==> src/sv/h2r_pkg.sv <==
// ============================================================================
// h2r_pkg
// Shared types, constants and derived widths for the HSV to RGB converter.
// ============================================================================
package h2r_pkg;

   // Fixed-point scaling of hue and channel resolution.
   localparam int HUE_FRAC_BITS = 6;
   localparam int CHANNEL_BITS  = 8;

   // Input field widths.
   localparam int HUE_W = 15;
   localparam int IN_W  = 8;
   localparam int CH_W  = CHANNEL_BITS;

   // Full-scale channel value and hue angles in fixed-point units.
   localparam int CH_MAX     = (1 << CH_W) - 1;
   localparam int SECT_UNITS = 60 << HUE_FRAC_BITS;
   localparam int FULL_TURN  = 360 << HUE_FRAC_BITS;

   // Hue after reduction to one turn, and the working width for that reduction.
   localparam int HR_W = $clog2(FULL_TURN);
   localparam int HX_W = (HUE_W > HR_W) ? HUE_W : HR_W;

   // Position within a sextant, 0 to SECT_UNITS inclusive.
   localparam int T_W = $clog2(SECT_UNITS + 1);

   // Numerator s*t + (M-s)*U never exceeds M*U.
   localparam int NUM_W = $clog2(CH_MAX * SECT_UNITS + 1);

   // Product V*(M-S) and its reciprocal division by M.
   localparam int     VM_W    = 2 * CH_W;
   localparam int     MM_SH   = VM_W + $clog2(CH_MAX);
   localparam longint MM_K    = ((64'd1 << MM_SH) + CH_MAX - 1) / CH_MAX;
   localparam int     MM_K_W  = $clog2(MM_K + 1);
   localparam int     MMS_W   = VM_W + MM_K_W;

   // The divisor U*M splits into a power of two and 15*M.
   localparam int     Q_SH    = HUE_FRAC_BITS + 2;
   localparam int     VN_W    = CH_W + NUM_W;
   localparam int     Q_W     = VN_W - Q_SH;
   localparam int     XX_DIV  = 15 * CH_MAX;
   localparam int     XX_SH   = Q_W + $clog2(XX_DIV);
   localparam longint XX_K    = ((64'd1 << XX_SH) + XX_DIV - 1) / XX_DIV;
   localparam int     XX_K_W  = $clog2(XX_K + 1);
   localparam int     XXS_W   = Q_W + XX_K_W;

   // Sixty-degree sectors of the hue circle.
   typedef enum logic [2:0] {
      SEXT_RY = 3'd0,   // red towards yellow
      SEXT_YG = 3'd1,   // yellow towards green
      SEXT_GC = 3'd2,   // green towards cyan
      SEXT_CB = 3'd3,   // cyan towards blue
      SEXT_BM = 3'd4,   // blue towards magenta
      SEXT_MR = 3'd5    // magenta towards red
   } h2r_sextant_type;

   // Input and output transactions.
   typedef struct packed {
      logic [HUE_W-1:0] hue;
      logic [IN_W-1:0]  saturation;
      logic [IN_W-1:0]  brightness;
   } h2r_req_type;

   typedef struct packed {
      logic [CH_W-1:0] red;
      logic [CH_W-1:0] green;
      logic [CH_W-1:0] blue;
   } h2r_rsp_type;

   // Hand-off from the sector stage to the arithmetic pipeline.
   typedef struct packed {
      h2r_sextant_type sextant;
      logic [T_W-1:0]  frac;
      logic [CH_W-1:0] sat;
      logic [CH_W-1:0] val;
   } h2r_sect_type;

   // Channel levels produced by the arithmetic pipeline.
   typedef struct packed {
      h2r_sextant_type sextant;
      logic [CH_W-1:0] val;
      logic [CH_W-1:0] xx;
      logic [CH_W-1:0] mm;
   } h2r_level_type;

endpackage

==> src/sv/h2r_sector_stage.sv <==
// ============================================================================
// h2r_sector_stage
// Reduces the hue to one turn, finds its sextant and the distance term, and
// saturates the two fractions to full scale. One register stage.
// ============================================================================
module h2r_sector_stage (
   input  logic                 clock,
   input  logic                 reset,
   input  logic                 in_valid,
   output logic                 in_ready,
   input  h2r_pkg::h2r_req_type in_data,
   output logic                 out_valid,
   input  logic                 out_ready,
   output h2r_pkg::h2r_sect_type out_data
);
   import h2r_pkg::*;

   logic            valid_ff;
   h2r_sect_type    data_ff;
   h2r_sect_type    data_in;
   logic            load;
   logic [HX_W-1:0] hue_ext;
   logic [HR_W-1:0] hue_red;
   logic [HR_W-1:0] offset;
   logic            odd;

   // Saturate an input fraction to full scale.
   function automatic logic [CH_W-1:0] clamp_chan(input logic [IN_W-1:0] x);
      if (32'(x) > CH_MAX) begin
         return CH_W'(CH_MAX);
      end
      return CH_W'(x);
   endfunction

   // Hue reduction and sextant decode.
   always_comb begin
      hue_ext = HX_W'(in_data.hue);
      if (hue_ext >= HX_W'(FULL_TURN)) begin
         hue_red = HR_W'(hue_ext - HX_W'(FULL_TURN));
      end else begin
         hue_red = HR_W'(hue_ext);
      end

      if (hue_red >= HR_W'(5 * SECT_UNITS)) begin
         data_in.sextant = SEXT_MR;
         offset          = hue_red - HR_W'(5 * SECT_UNITS);
         odd             = 1'b1;
      end else if (hue_red >= HR_W'(4 * SECT_UNITS)) begin
         data_in.sextant = SEXT_BM;
         offset          = hue_red - HR_W'(4 * SECT_UNITS);
         odd             = 1'b0;
      end else if (hue_red >= HR_W'(3 * SECT_UNITS)) begin
         data_in.sextant = SEXT_CB;
         offset          = hue_red - HR_W'(3 * SECT_UNITS);
         odd             = 1'b1;
      end else if (hue_red >= HR_W'(2 * SECT_UNITS)) begin
         data_in.sextant = SEXT_GC;
         offset          = hue_red - HR_W'(2 * SECT_UNITS);
         odd             = 1'b0;
      end else if (hue_red >= HR_W'(SECT_UNITS)) begin
         data_in.sextant = SEXT_YG;
         offset          = hue_red - HR_W'(SECT_UNITS);
         odd             = 1'b1;
      end else begin
         data_in.sextant = SEXT_RY;
         offset          = hue_red;
         odd             = 1'b0;
      end

      // Rising sextants use the offset directly; falling ones mirror it.
      if (odd) begin
         data_in.frac = T_W'(SECT_UNITS) - T_W'(offset);
      end else begin
         data_in.frac = T_W'(offset);
      end

      data_in.sat = clamp_chan(in_data.saturation);
      data_in.val = clamp_chan(in_data.brightness);
   end

   // The stage takes a new transaction when empty or when it is draining.
   assign load     = !valid_ff || out_ready;
   assign in_ready = load;

   always_ff @(posedge clock) begin
      if (reset) begin
         valid_ff <= 1'b0;
      end else if (load) begin
         valid_ff <= in_valid;
      end
   end

   always_ff @(posedge clock) begin
      if (load && in_valid) begin
         data_ff <= data_in;
      end
   end

   assign out_valid = valid_ff;
   assign out_data  = data_ff;

endmodule

==> src/sv/h2r_arith_pipe.sv <==
// ============================================================================
// h2r_arith_pipe
// Four register stages that form the products of the conversion and divide
// them by their constant denominators through exact reciprocal multiplies.
// ============================================================================
module h2r_arith_pipe (
   input  logic                   clock,
   input  logic                   reset,
   input  logic                   in_valid,
   output logic                   in_ready,
   input  h2r_pkg::h2r_sect_type  in_data,
   output logic                   out_valid,
   input  logic                   out_ready,
   output h2r_pkg::h2r_level_type out_data
);
   import h2r_pkg::*;

   localparam int STAGES = 4;

   logic [STAGES-1:0] valid_ff;
   logic [STAGES-1:0] load;
   logic [STAGES-1:0] prev_valid;

   // Sextant and value travel alongside every stage.
   h2r_sextant_type   sext_ff [STAGES];
   logic [CH_W-1:0]   val_ff  [STAGES];

   // Stage one: partial products.
   logic [NUM_W-1:0]      st_ff, st_in;
   logic [NUM_W-1:0]      mu_ff, mu_in;
   logic [VM_W-1:0]       vm_ff, vm_in;
   logic [CH_W+T_W-1:0]   st_full;
   logic [CH_W-1:0]       inv_sat;

   // Stage two: numerator sum and scaled V*(M-S).
   logic [NUM_W-1:0]      num_ff, num_in;
   logic [MMS_W-1:0]      mms_ff, mms_in;

   // Stage three: full numerator with the power-of-two divisor removed.
   logic [VN_W-1:0]       vn_full;
   logic [Q_W-1:0]        q_ff, q_in;
   logic [CH_W-1:0]       mm_ff [2:3];
   logic [CH_W-1:0]       mm_in;

   // Stage four: scaled quotient for the x component.
   logic [XXS_W-1:0]      xxs_ff, xxs_in;

   // Stage loading: each stage advances when empty or when the next one does.
   always_comb begin
      load[STAGES-1] = !valid_ff[STAGES-1] || out_ready;
      for (int k = STAGES - 2; k >= 0; k--) begin
         load[k] = !valid_ff[k] || load[k+1];
      end
      prev_valid[0] = in_valid;
      for (int k = 1; k < STAGES; k++) begin
         prev_valid[k] = valid_ff[k-1];
      end
   end

   assign in_ready = load[0];

   always_ff @(posedge clock) begin
      if (reset) begin
         valid_ff <= '0;
      end else begin
         for (int k = 0; k < STAGES; k++) begin
            if (load[k]) begin
               valid_ff[k] <= prev_valid[k];
            end
         end
      end
   end

   // Datapath arithmetic for each stage.
   always_comb begin
      inv_sat = CH_W'(CH_MAX) - in_data.sat;
      st_full = (CH_W + T_W)'(in_data.sat) * (CH_W + T_W)'(in_data.frac);
      st_in   = NUM_W'(st_full);
      mu_in   = NUM_W'(inv_sat) * NUM_W'(SECT_UNITS);
      vm_in   = VM_W'(in_data.val) * VM_W'(inv_sat);

      num_in  = st_ff + mu_ff;
      mms_in  = MMS_W'(vm_ff) * MMS_W'(MM_K);

      vn_full = VN_W'(val_ff[1]) * VN_W'(num_ff);
      q_in    = vn_full[VN_W-1:Q_SH];
      mm_in   = CH_W'(mms_ff >> MM_SH);

      xxs_in  = XXS_W'(q_ff) * XXS_W'(XX_K);
   end

   // Stage registers; payload only moves on a valid load.
   always_ff @(posedge clock) begin
      if (load[0] && prev_valid[0]) begin
         st_ff      <= st_in;
         mu_ff      <= mu_in;
         vm_ff      <= vm_in;
         sext_ff[0] <= in_data.sextant;
         val_ff[0]  <= in_data.val;
      end
      if (load[1] && prev_valid[1]) begin
         num_ff     <= num_in;
         mms_ff     <= mms_in;
         sext_ff[1] <= sext_ff[0];
         val_ff[1]  <= val_ff[0];
      end
      if (load[2] && prev_valid[2]) begin
         q_ff       <= q_in;
         mm_ff[2]   <= mm_in;
         sext_ff[2] <= sext_ff[1];
         val_ff[2]  <= val_ff[1];
      end
      if (load[3] && prev_valid[3]) begin
         xxs_ff     <= xxs_in;
         mm_ff[3]   <= mm_ff[2];
         sext_ff[3] <= sext_ff[2];
         val_ff[3]  <= val_ff[2];
      end
   end

   // Final quotient of the x component.
   always_comb begin
      out_data.sextant = sext_ff[STAGES-1];
      out_data.val     = val_ff[STAGES-1];
      out_data.xx      = CH_W'(xxs_ff >> XX_SH);
      out_data.mm      = mm_ff[3];
   end

   assign out_valid = valid_ff[STAGES-1];

   // The levels are ordered: m never exceeds x, and x never exceeds the value.
   assert property (@(posedge clock) disable iff (reset)
      valid_ff[STAGES-1] |-> (out_data.mm <= out_data.xx && out_data.xx <= out_data.val))
      else $error("h2r_arith_pipe: channel levels out of order");

   // A transaction held at the last stage stays valid until it is taken.
   assert property (@(posedge clock) disable iff (reset)
      valid_ff[STAGES-1] && !out_ready |=> valid_ff[STAGES-1])
      else $error("h2r_arith_pipe: stalled transaction was lost");

   // A blocked stage keeps its operands while it waits.
   assert property (@(posedge clock) disable iff (reset)
      valid_ff[1] && !load[1] |=> $stable(num_ff) && $stable(mms_ff))
      else $error("h2r_arith_pipe: blocked stage changed its operands");

endmodule

==> src/sv/hsv_to_rgb_converter.sv <==
// ============================================================================
// hsv_to_rgb_converter
// Converts one HSV pixel to RGB channels per transaction in a six-stage
// pipeline: sector decode, four arithmetic stages and an output register.
// ============================================================================
//
//   Channel   Direction   Handshake             Payload
//   req_      in          req_valid/req_stall   hue, saturation, brightness
//   rsp_      out         rsp_valid/rsp_stall   red, green, blue
//
// One transaction is accepted per cycle while the pipeline is not held by a
// response stall; each result passes the sector register, the four arithmetic
// stages and the output register before it is presented. Reset clears only
// the stage valid bits. A stall on the response side holds every full stage
// in place and empty stages still fill, so req_stall rises only once the
// whole pipeline is occupied.
// ============================================================================
module hsv_to_rgb_converter (
   input  logic                 clock,
   input  logic                 reset,
   input  logic                 req_valid,
   output logic                 req_stall,
   input  h2r_pkg::h2r_req_type req_data,
   output logic                 rsp_valid,
   input  logic                 rsp_stall,
   output h2r_pkg::h2r_rsp_type rsp_data
);
   import h2r_pkg::*;

   logic          sect_valid;
   logic          sect_ready;
   h2r_sect_type  sect_data;
   logic          level_valid;
   logic          level_ready;
   h2r_level_type level_data;
   logic          sector_in_ready;
   logic          rsp_valid_ff;
   h2r_rsp_type   rsp_data_ff;
   h2r_rsp_type   rsp_data_in;
   logic          out_load;

   // Sector decode stage.
   h2r_sector_stage u_sector (
      .clock     (clock),
      .reset     (reset),
      .in_valid  (req_valid),
      .in_ready  (sector_in_ready),
      .in_data   (req_data),
      .out_valid (sect_valid),
      .out_ready (sect_ready),
      .out_data  (sect_data)
   );

   // Products and constant divisions.
   h2r_arith_pipe u_arith (
      .clock     (clock),
      .reset     (reset),
      .in_valid  (sect_valid),
      .in_ready  (sect_ready),
      .in_data   (sect_data),
      .out_valid (level_valid),
      .out_ready (level_ready),
      .out_data  (level_data)
   );

   assign req_stall = !sector_in_ready;

   // Route the three levels to the channels according to the sextant.
   always_comb begin
      unique case (level_data.sextant)
         SEXT_RY: begin
            rsp_data_in.red   = level_data.val;
            rsp_data_in.green = level_data.xx;
            rsp_data_in.blue  = level_data.mm;
         end
         SEXT_YG: begin
            rsp_data_in.red   = level_data.xx;
            rsp_data_in.green = level_data.val;
            rsp_data_in.blue  = level_data.mm;
         end
         SEXT_GC: begin
            rsp_data_in.red   = level_data.mm;
            rsp_data_in.green = level_data.val;
            rsp_data_in.blue  = level_data.xx;
         end
         SEXT_CB: begin
            rsp_data_in.red   = level_data.mm;
            rsp_data_in.green = level_data.xx;
            rsp_data_in.blue  = level_data.val;
         end
         SEXT_BM: begin
            rsp_data_in.red   = level_data.xx;
            rsp_data_in.green = level_data.mm;
            rsp_data_in.blue  = level_data.val;
         end
         default: begin
            rsp_data_in.red   = level_data.val;
            rsp_data_in.green = level_data.mm;
            rsp_data_in.blue  = level_data.xx;
         end
      endcase
   end

   // Output register: refills whenever it is empty or being taken.
   assign out_load    = !rsp_valid_ff || !rsp_stall;
   assign level_ready = out_load;

   always_ff @(posedge clock) begin
      if (reset) begin
         rsp_valid_ff <= 1'b0;
      end else if (out_load) begin
         rsp_valid_ff <= level_valid;
      end
   end

   always_ff @(posedge clock) begin
      if (out_load && level_valid) begin
         rsp_data_ff <= rsp_data_in;
      end
   end

   assign rsp_valid = rsp_valid_ff;
   assign rsp_data  = rsp_data_ff;

endmodule

==> config.mk <==
export PLATFORM = sky130hd
export DESIGN_NAME = hsv_to_rgb_converter
export DESIGN_NICKNAME = d
export VERILOG_FILES = /design/src/sv/h2r_pkg.sv /design/src/sv/h2r_sector_stage.sv /design/src/sv/h2r_arith_pipe.sv /design/src/sv/hsv_to_rgb_converter.sv
export SDC_FILE = /design/constraint.sdc
export NUM_CORES = 1
export LEC_CHECK = 0
export BUFFER_PORTS_ARGS = -buffer_cell sky130_fd_sc_hd__buf_2
export CORE_UTILIZATION = 45
export CTS_BUF_LIST = sky130_fd_sc_hd__clkbuf_4 sky130_fd_sc_hd__clkbuf_8
export DETAILED_ROUTE_END_ITERATION = 16
export GPL_ROUTABILITY_DRIVEN = 0
export MAX_ROUTING_LAYER = met4
export PLACE_DENSITY = 0.63
export SLEW_MARGIN = 20
export SYNTH_ARGS = -nofsm -noshare
export SYNTH_HDL_FRONTEND = slang
export SYNTH_HIERARCHICAL = 1
export SYNTH_SLANG_ARGS = --single-unit
==> constraint.sdc <==
create_clock -name clock -period 9.41 [get_ports clock]
set_input_delay 0.4705 -clock clock [delete_from_list [all_inputs] [get_ports clock]]
set_output_delay 0.4705 -clock clock [all_outputs]
set_load 0.02 [all_outputs]
Yosys cells after proc, flatten, opt, wreduce, memory -nomap -nowiden --
Memory sizes are Yosys's and may differ from the RTL's. Cells that the tools add are included.
Operators by class: $add $sub $neg 9, $mul 6, divide/modulo/power cells 0, magnitude comparators 6, equal/unequal tests 4, shifts and indexed selects 0, mux-type cells 25, bitwise logic cells 0, reduce and logical (&&, ||, !) cells 22
Operators with widths (number):
- 24-bit one-hot mux with 5 select lines | 1
- 12-bit 2-to-1 mux | 6
- 12-bit subtractor, second input constant | 5
- 20-bit by 19-bit multiplier with 38-bit output, second input constant | 1
- 16-bit by 16-bit multiplier with 31-bit output, second input constant | 1
- 15-bit by 14-bit greater-or-equal comparator with 1-bit output, second input constant | 2
- 15-bit greater-or-equal comparator, second input constant | 2
- 8-bit by 20-bit multiplier with 28-bit output | 1
- 20-bit adder | 1
- 8-bit by 12-bit multiplier with 20-bit output | 1
- 8-bit by 8-bit multiplier with 16-bit output | 1
- 15-bit by 12-bit greater-or-equal comparator with 1-bit output, second input constant | 1
- 15-bit by 13-bit greater-or-equal comparator with 1-bit output, second input constant | 1
- 1-bit 2-to-1 mux | 15
- 15-bit 2-to-1 mux | 1
- 15-bit subtractor, second input constant | 1
- 8-bit by 4-bit multiplier with 12-bit output, second input constant | 1
- 12-bit subtractor, first input constant | 1
- 1-bit zero test | 8
- 8-bit subtractor, first input constant | 1
- 3-bit by 2-bit equality test with 1-bit output, second input constant | 2
- 1-bit logical AND | 6
- 1-bit logical OR | 6
- 3-bit 2-to-1 mux | 2
- other kinds (4) | 4
Word-level totals: flip-flop bits (word level) 218, latch bits 0, bits in writable memories 60, memory bits (read-only) 0, input bits 35, output and inout port bits 26, logic and storage cells 96, memories 3
Memory list:
- u_arith.val_ff | depth 4, bits a word 8, rd ports 4, clocked after memory_dff 0, wr ports 4, line h2r_arith_pipe.sv:26 | logic [CH_W-1:0] val_ff [STAGES];
- u_arith.mm_ff | depth 2, bits a word 8, rd ports 2, clocked after memory_dff 0, wr ports 2, line h2r_arith_pipe.sv:42 | logic [CH_W-1:0] mm_ff [2:3];
- u_arith.sext_ff | depth 4, bits a word 3, rd ports 4, clocked after memory_dff 0, wr ports 4, line h2r_arith_pipe.sv:25 | h2r_sextant_type sext_ff [STAGES];

Depth between registers and ports, before layout --
Gate-level depths: netlist of the first run.
word-level depth 10, gate-level depth with buffers 19, gate-level depth less buffers 19

Cells and area by module --
The synthesis of the first run kept the hierarchy.
By module, submodules not included:
- h2r_arith_pipe | times used 1, cells each 2080, area an instance 21703.3 um2, sequential area each 5004.8 um2
- h2r_sector_stage | times used 1, cells each 197, area an instance 2063.2 um2, sequential area each 950.9 um2
- hsv_to_rgb_converter | times used 1, cells each 162, area an instance 1725.4 um2, sequential area each 740.7 um2

Worst setup path before layout of the first run --
Ideal clock, no wire load.
path kind reg2reg, start point memory u_arith/val_ff[1][7] (netlist bit), end point register u_arith.q_ff[16], data pin, setup time 262 ps, arrival 4694 ps, required time 9148 ps, setup slack 4453 ps, stages on the path, launching flop included 18, path buffers 1, period minus slack after synthesis 4957 ps, cells stage by stage edfxtp_1 clkbuf_1 and2_1 fa_1 fa_1 fa_1 inv_1 fa_1 inv_1 ha_1 a211oi_1 nand2_1 or3_1 o221ai_2 o221ai_1 a21oi_1 o21bai_1 xor2_1
RTL lines:
- start: declaration | line h2r_arith_pipe.sv:26
- end signal: assignment | line h2r_arith_pipe.sv:108 | q_ff <= q_in;
- end: declaration | line h2r_arith_pipe.sv:41 | logic [Q_W-1:0] q_ff, q_in;

==> results of run 1 <==
## cell families after synthesis
family | after synthesis | share of synthesized area
adders and majority gates | 668 | 0.412
buffers and inverters | 538 | 0.0837
xor gates and xnor gates | 93 | 0.0327
DFF | 225 | 0.263
AOI/OAI and AO/OA | 288 | 0.0756
and+or+nand+nor | 599 | 0.122
muxes | 28 | 0.0110
## worst reg2reg max path: cells and delay by family (launching register included)
kind | cells | cell delay (ns)
flops | 1 | 0.66
compound gates | 6 | 1.17
xor+xnor | 1 | 0.14
simple gates | 2 | 0.69
fa+ha+maj | 5 | 2.47
buf+inv | 2 | 0.10
## worst paths after layout
check | end | slack, ns | cells past startpoint
max | u_arith/q_ff[16] | 3.95 | 16
min | u_sector/out_data[14] | 0.04 | 1
max reg2reg | u_arith/q_ff[16] | 3.95 | 16
min reg2reg | u_arith/val_ff[1][0] | 0.40 | 0
## sequential cells by signal, indices dropped and copies added (netlist names), 16 cells and up
name / flops
u_arith/val_ff: 32
u_sector/out_data: 31
rsp_data: 24
u_arith/num_ff: 20
u_arith/q_ff: 20
u_arith/st_ff: 20
u_arith/mm_ff: 16
u_arith/vm_ff: 16
## synthesized netlist by cell type, drive strengths merged, types with 28 or more instances
library cell  number
edfxtp           219
ha               383
fa               285
nor2              69
xnor2             62
and2             168
inv              484
clkbuf            28
o21ai             49
nor2b             42
a21oi             95
nand2            189
xor2              31
## stage by stage
stage | hold WS (ns) | cells
2_1_floorplan | 0.400 | 2439
3_3_place_gp | 0.401 | 3199
3_5_place_dp | 0.405 | 3199
4_1_cts | 0.00122 | 3278
5_1_grt | 0.0201 | 3278
6_report | 0.0400 | 3278
## final cells by class
| type | instances | share of cell area |
|---|---|---|
| multi-input cells | 1676 | 0.609 |
| flip-flops and latches | 225 | 0.244 |
| inverters | 485 | 0.0664 |
| well taps | 748 | 0.0341 |
| clock buffers | 49 | 0.0225 |
| repair buffers | 74 | 0.0156 |
| clock inverters | 21 | 0.00844 |
## per-layer routing
metal,vias up,global-route usage,share of wire
met5,-,-,0
met4,0,0.0546,0.020
met3,70,0.0210,0.031
met2,268,0.330,0.50
met1,8200,0.237,0.45
li1,8118,-,-
## cells in the final DEF, fill, tap and decap left out, drive strengths merged, types with 10 or more instances in the layout
cell      n
a211oi   15
a21o     21
a21oi    95
a31oi    13
and2    168
and3     11
buf      65
clkbuf   49
clkinv   15
edfxtp  219
fa      285
ha      383
inv     486
mux2i    27
nand2   189
nand2b   12
nand3    23
nand3b   10
nor2     69
nor2b    42
nor3     26
o21ai    49
o21bai   12
or2      18
or3      11
xnor2    62
xor2     31
## what timing repair did
item / 4_1_cts / 5_1_grt
hold buffers: 9 / 0
hold endpoints to repair: 9 / 0
endpoints found under the setup margin: 0 / 0
==> flow_metrics.py, run 1 <==
metrics = {
    "clock_tree": {
        "cts.sinks": 225,
        "cts_made_buffers": 40,
        "cts-root-buf": "clkbuf_8",
        "cts_tree": "built",
        "path_clk_slew_ns": 0.06,
        "cts_resized": 0,
        "cts_max_level": 2,
        "clockBufferDepth": 3,
        "clk_latency_ns": 0.62,
        "cts_setup_buffers": 0,
    },
    "timing": {
        "fmax_mhz": 183,
        "relSlewSlack": 0.285,
        "tns_ns": 0,
        "finalCriticalPeriod_ns": 5.46,
        "setup_viol": 0,
        "grt_setup_unrepaired": "no",
        "worst_slew_pin_slew_ns": 1.07,
        "period_share": 0.580,
        "slew_viol_final": 0,
        "layout_setup_ws_ns": 3.95,
        "finClkSkew_ns": 0.0456,
        "timing.final.hold_violations": 0,
    },
    "worst_hold_path": {
        "hold_class": "in -> reg",
        "hold_start": "req_data[14]",
    },
    "die": {
        "pin_count": 61,
        "die_h_um": 240,
        "coreArea_um2": 55500,
        "die_w_um": 240,
        "rows": 86,
        "die_area_um2": 57600,
        "start_util": 0.459,
    },
    "synthesis": {
        "ys_types": 86,
        "synth_top_area_cell": "edfxtp_1",
        "synth_area_leaders": "edfxtp_1, fa_1, ha_1",
        "syn_inst": 2439,
        "netlist_area_um2": 25500,
        "ys.warnings.count": 6,
        "synth-edff-count": 219,
        "ys_seq_elements": 225,
        "synth_top_area_frac": 0.258,
        "syn_nets": 3142,
        "avgSynthCellArea_um2": 10.5,
        "async_flop_share": 0,
        "yosysSeqAreaShare": 0.263,
        "synth_flop_cell": "edfxtp_1",
    },
    "drt": {
        "drtIter0Drc": 827,
        "vias_per_cell": 5.08,
        "wl_per_cell_um": 15.6,
        "postRouteWirelength_mm": 51.1,
        "vias": 16656,
        "ant_nets": 0,
        "dr.pass1.iters": 5,
        "drc_errors": 0,
    },
    "worst_setup_path": {
        "critPathTopFamily": "adder cells",
        "critical_path.startpoint": "u_arith/val_ff[1][7]",
        "crit_path_frequent_cell": "fa_1",
        "worst_setup_path_start_kind": "flip-flop",
        "worstSetupPathType": "reg -> reg",
        "end_kind": "flip-flop",
        "cp.arrival_ns": 5.81,
        "cp_cell_sequence": "and2_1, fa_1, fa_1, fa_1, inv_1, fa_1, inv_1, ha_1, a21oi_1, o21ai_0, or3_1, o221ai_2, o221ai_1, a21oi_1, o21bai_1, xor2_1",
        "crit_required_ns": 9.76,
        "r2r_start": "u_arith/val_ff[1][7]",
        "cp_num_buf_inv": 2,
        "cp_max_fo": 21,
        "crit_path_top_delay_cell": "edfxtp_1",
        "cpPeakStageDelay_ns": 0.66,
    },
    "layout": {
        "final_cell_area_um2": 27400,
        "antenna_cells": 0,
        "utilization": 0.494,
        "seq_area_um2": 6700,
        "n_fill_cell": 5117,
        "area_growth_pct": 7.58,
        "nets": 3205,
        "multi_input_area_um2": 16700,
        "layout-drive-gt1-share": 0.0700,
    },
    "status": {
        "outcome": "completed",
    },
    "placed_design": {
        "dpl_cell_area_um2": 26500,
        "placement.io_buffers": 60,
        "post-dp-hpwl_mm": 40.8,
        "place_ws_ns": 3.95,
    },
    "global_routing": {
        "grt_pass1_wl_mm": 85.8,
        "globalRouteTotalUtil": 0.191,
        "overflow": 0,
        "antenna_found_initial": 0,
        "grt_pass1_vias": 17680,
        "grt_start_max_net_pins": 60,
    },
    "job": {
        "maxCapViolations": 0,
    },
}
Power of run 1 is left out: the tool's default activity adds up to more than one toggle a clock period on the data nets, which glitch-free logic cannot reach.
==> run 2, diff against run 1 <==
- clock period: 9.41 -> 5.3 ns (I/O delays scaled with it)
==> flow_metrics.py, run 2 (synthesis results as in run 1) <==
metrics = {
    "placed_design": {
        "dp_cells": 3249,
        "placement.io_buffers": 60,
        "post-dp-hpwl_mm": 41.9,
        "dpl_cell_area_um2": 26900,
    },
    "timing": {
        "worst_slew_pin_slew_ns": 1.02,
        "grt_setup_unrepaired": "yes",
        "timing.final.hold_violations": 0,
        "finClkSkew_ns": 0.0424,
        "relSlewSlack": 0.318,
        "slew_viol_final": 0,
        "period_share": 0.980,
        "setup_viol": 0,
        "finalCriticalPeriod_ns": 5.19,
        "fmax_mhz": 193,
    },
    "status": {
        "outcome": "completed",
    },
    "layout": {
        "area_growth_pct": 12.0,
        "top_register": "u_arith/val_ff",
        "largest_reg_flops": 32,
        "seq_area_um2": 6700,
        "multi_input_area_um2": 16900,
        "instances_no_fill": 3389,
        "final_cell_area_um2": 28500,
        "mostFrequentLayoutCells": "inv_1, ha_1, fa_1",
        "nets": 3313,
        "layout-drive-gt1-share": 0.113,
        "n_fill_cell": 4958,
        "final_common_cell": "inv_1",
    },
    "global_routing": {
        "grt_start_max_net_pins": 60,
        "globalRouteTotalUtil": 0.192,
        "antenna_found_initial": 1,
        "grt_pass1_vias": 17931,
        "grt_pass1_wl_mm": 86.8,
        "overflow": 0,
    },
    "worst_setup_path": {
        "r2r_cells": 15,
        "worstSetupPathType": "reg -> reg",
        "worst_setup_path_start_kind": "flip-flop",
        "cp.arrival_ns": 5.53,
        "r2r_slack_ns": 0.11,
        "endpoint": "u_arith/q_ff[19]",
        "r2r-end": "u_arith/q_ff[19]",
        "crit_required_ns": 5.63,
        "end_kind": "flip-flop",
        "critical_path.startpoint": "u_arith/val_ff[1][6]",
        "cp_max_fo": 5,
        "r2r_start": "u_arith/val_ff[1][6]",
    },
    "die": {
        "die_w_um": 240,
        "rows": 86,
        "die_h_um": 240,
        "die_area_um2": 57600,
        "coreArea_um2": 55500,
        "start_util": 0.459,
        "pin_count": 61,
    },
    "worst_hold_path": {
        "hold_class": "in -> reg",
    },
    "drt": {
        "wl_per_cell_um": 15.4,
        "dr.pass1.iters": 5,
        "ant_nets": 0,
        "drc_errors": 0,
        "vias": 17129,
        "postRouteWirelength_mm": 52.3,
        "drtIter0Drc": 732,
        "vias_per_cell": 5.05,
    },
    "clock_tree": {
        "cts_tree": "built",
        "path_clk_slew_ns": 0.06,
        "clk_latency_ns": 0.60,
        "cts.sinks": 225,
        "cts_max_level": 2,
        "cts-root-buf": "clkbuf_8",
        "cts_made_buffers": 40,
        "clockBufferDepth": 3,
    },
    "job": {
        "maxCapViolations": 0,
    },
}
run 2: changes by cell type in the layout (fill, tap and decap cells not counted), sizes merged:
cell | previous run | this run
clkinvlp | 1 | 0
buf | 65 | 161
dlygate4sd3 | 9 | 21
diode | 0 | 1
clkinv | 15 | 19
bufinv | 4 | 3
run 2: area by class of cell:
| class | count | area share |
|---|---|---|
| clock buffers | 49 | 0.0217 |
| multi-input cells | 1676 | 0.593 |
| flip-flops and latches | 225 | 0.235 |
| clock inverters | 23 | 0.00767 |
| inverters | 485 | 0.0638 |
| repair buffers | 182 | 0.0466 |
| diodes | 1 | 0.0000877 |
| well taps | 748 | 0.0328 |
run 2: critical path: stages (launching register included):
cell and delay, ns:
edfxtp_1 0.49, buf_6 0.17, buf_4 0.12, and2_1 0.14, fa_2 0.56, fa_2 0.44
fa_1 0.51, fa_1 0.49, ha_1 0.38, o2111ai_4 0.15, o21ai_4 0.24, o221ai_4 0.16
o31a_1 0.35, or3_4 0.36, a311oi_2 0.30, xnor2_1 0.10
run 2: routing by layer:
metal	wire length, um	GRT usage	up-vias
li1	-	-	8349
met3	1750	0.0238	67
met5	0	-	-
met4	901	0.0459	0
met2	26600	0.338	278
met1	23000	0.233	8435
run 2: how the worst min path moves through the flow:
stage / startpoint / end / slack [ns] / cells after the start
2_1_floorplan: reset / u_arith/valid_ff[0] / 0.33 / 1
3_3_place_gp: u_arith/mms_ff[30] / u_arith/mm_ff[1][6] / 0.40 / 0
3_5_place_dp: u_arith/mms_ff[27] / u_arith/mm_ff[1][3] / 0.40 / 0
4_1_cts: req_data[23] / u_sector/out_data[23] / 0.004 / 2
5_1_grt: req_data[20] / u_sector/out_data[20] / 0.03 / 2
6_report: req_data[21] / u_sector/out_data[21] / 0.06 / 2
run 2: timing repair:
item | CTS | global route
buffers inserted | 0 | 45
gates cloned | 0 | 0
endpoints found under the setup margin | 1 | 16
hold endpoints to repair | 23 | 0
resized for setup | 2 | 40
hold buffers | 21 | 0
pin swaps | 0 | 32
run 2: through the flow:
stage / setup WS, ns / hold WS, ns / util / setup TNS (ns)
4_1_cts: 0.0131 / 0.00395 / 0.503 / 0
3_3_place_gp: -0.0794 / 0.401 / 0.484 / -0.0794
6_report: 0.106 / 0.0627 / 0.514 / 0
3_5_place_dp: -0.0642 / 0.405 / 0.484 / -0.0738
5_1_grt: -0.0292 / 0.0310 / 0.514 / -0.0446
2_1_floorplan: 0.343 / 0.334 / - / 0
Power of run 2 is left out for the same reason.
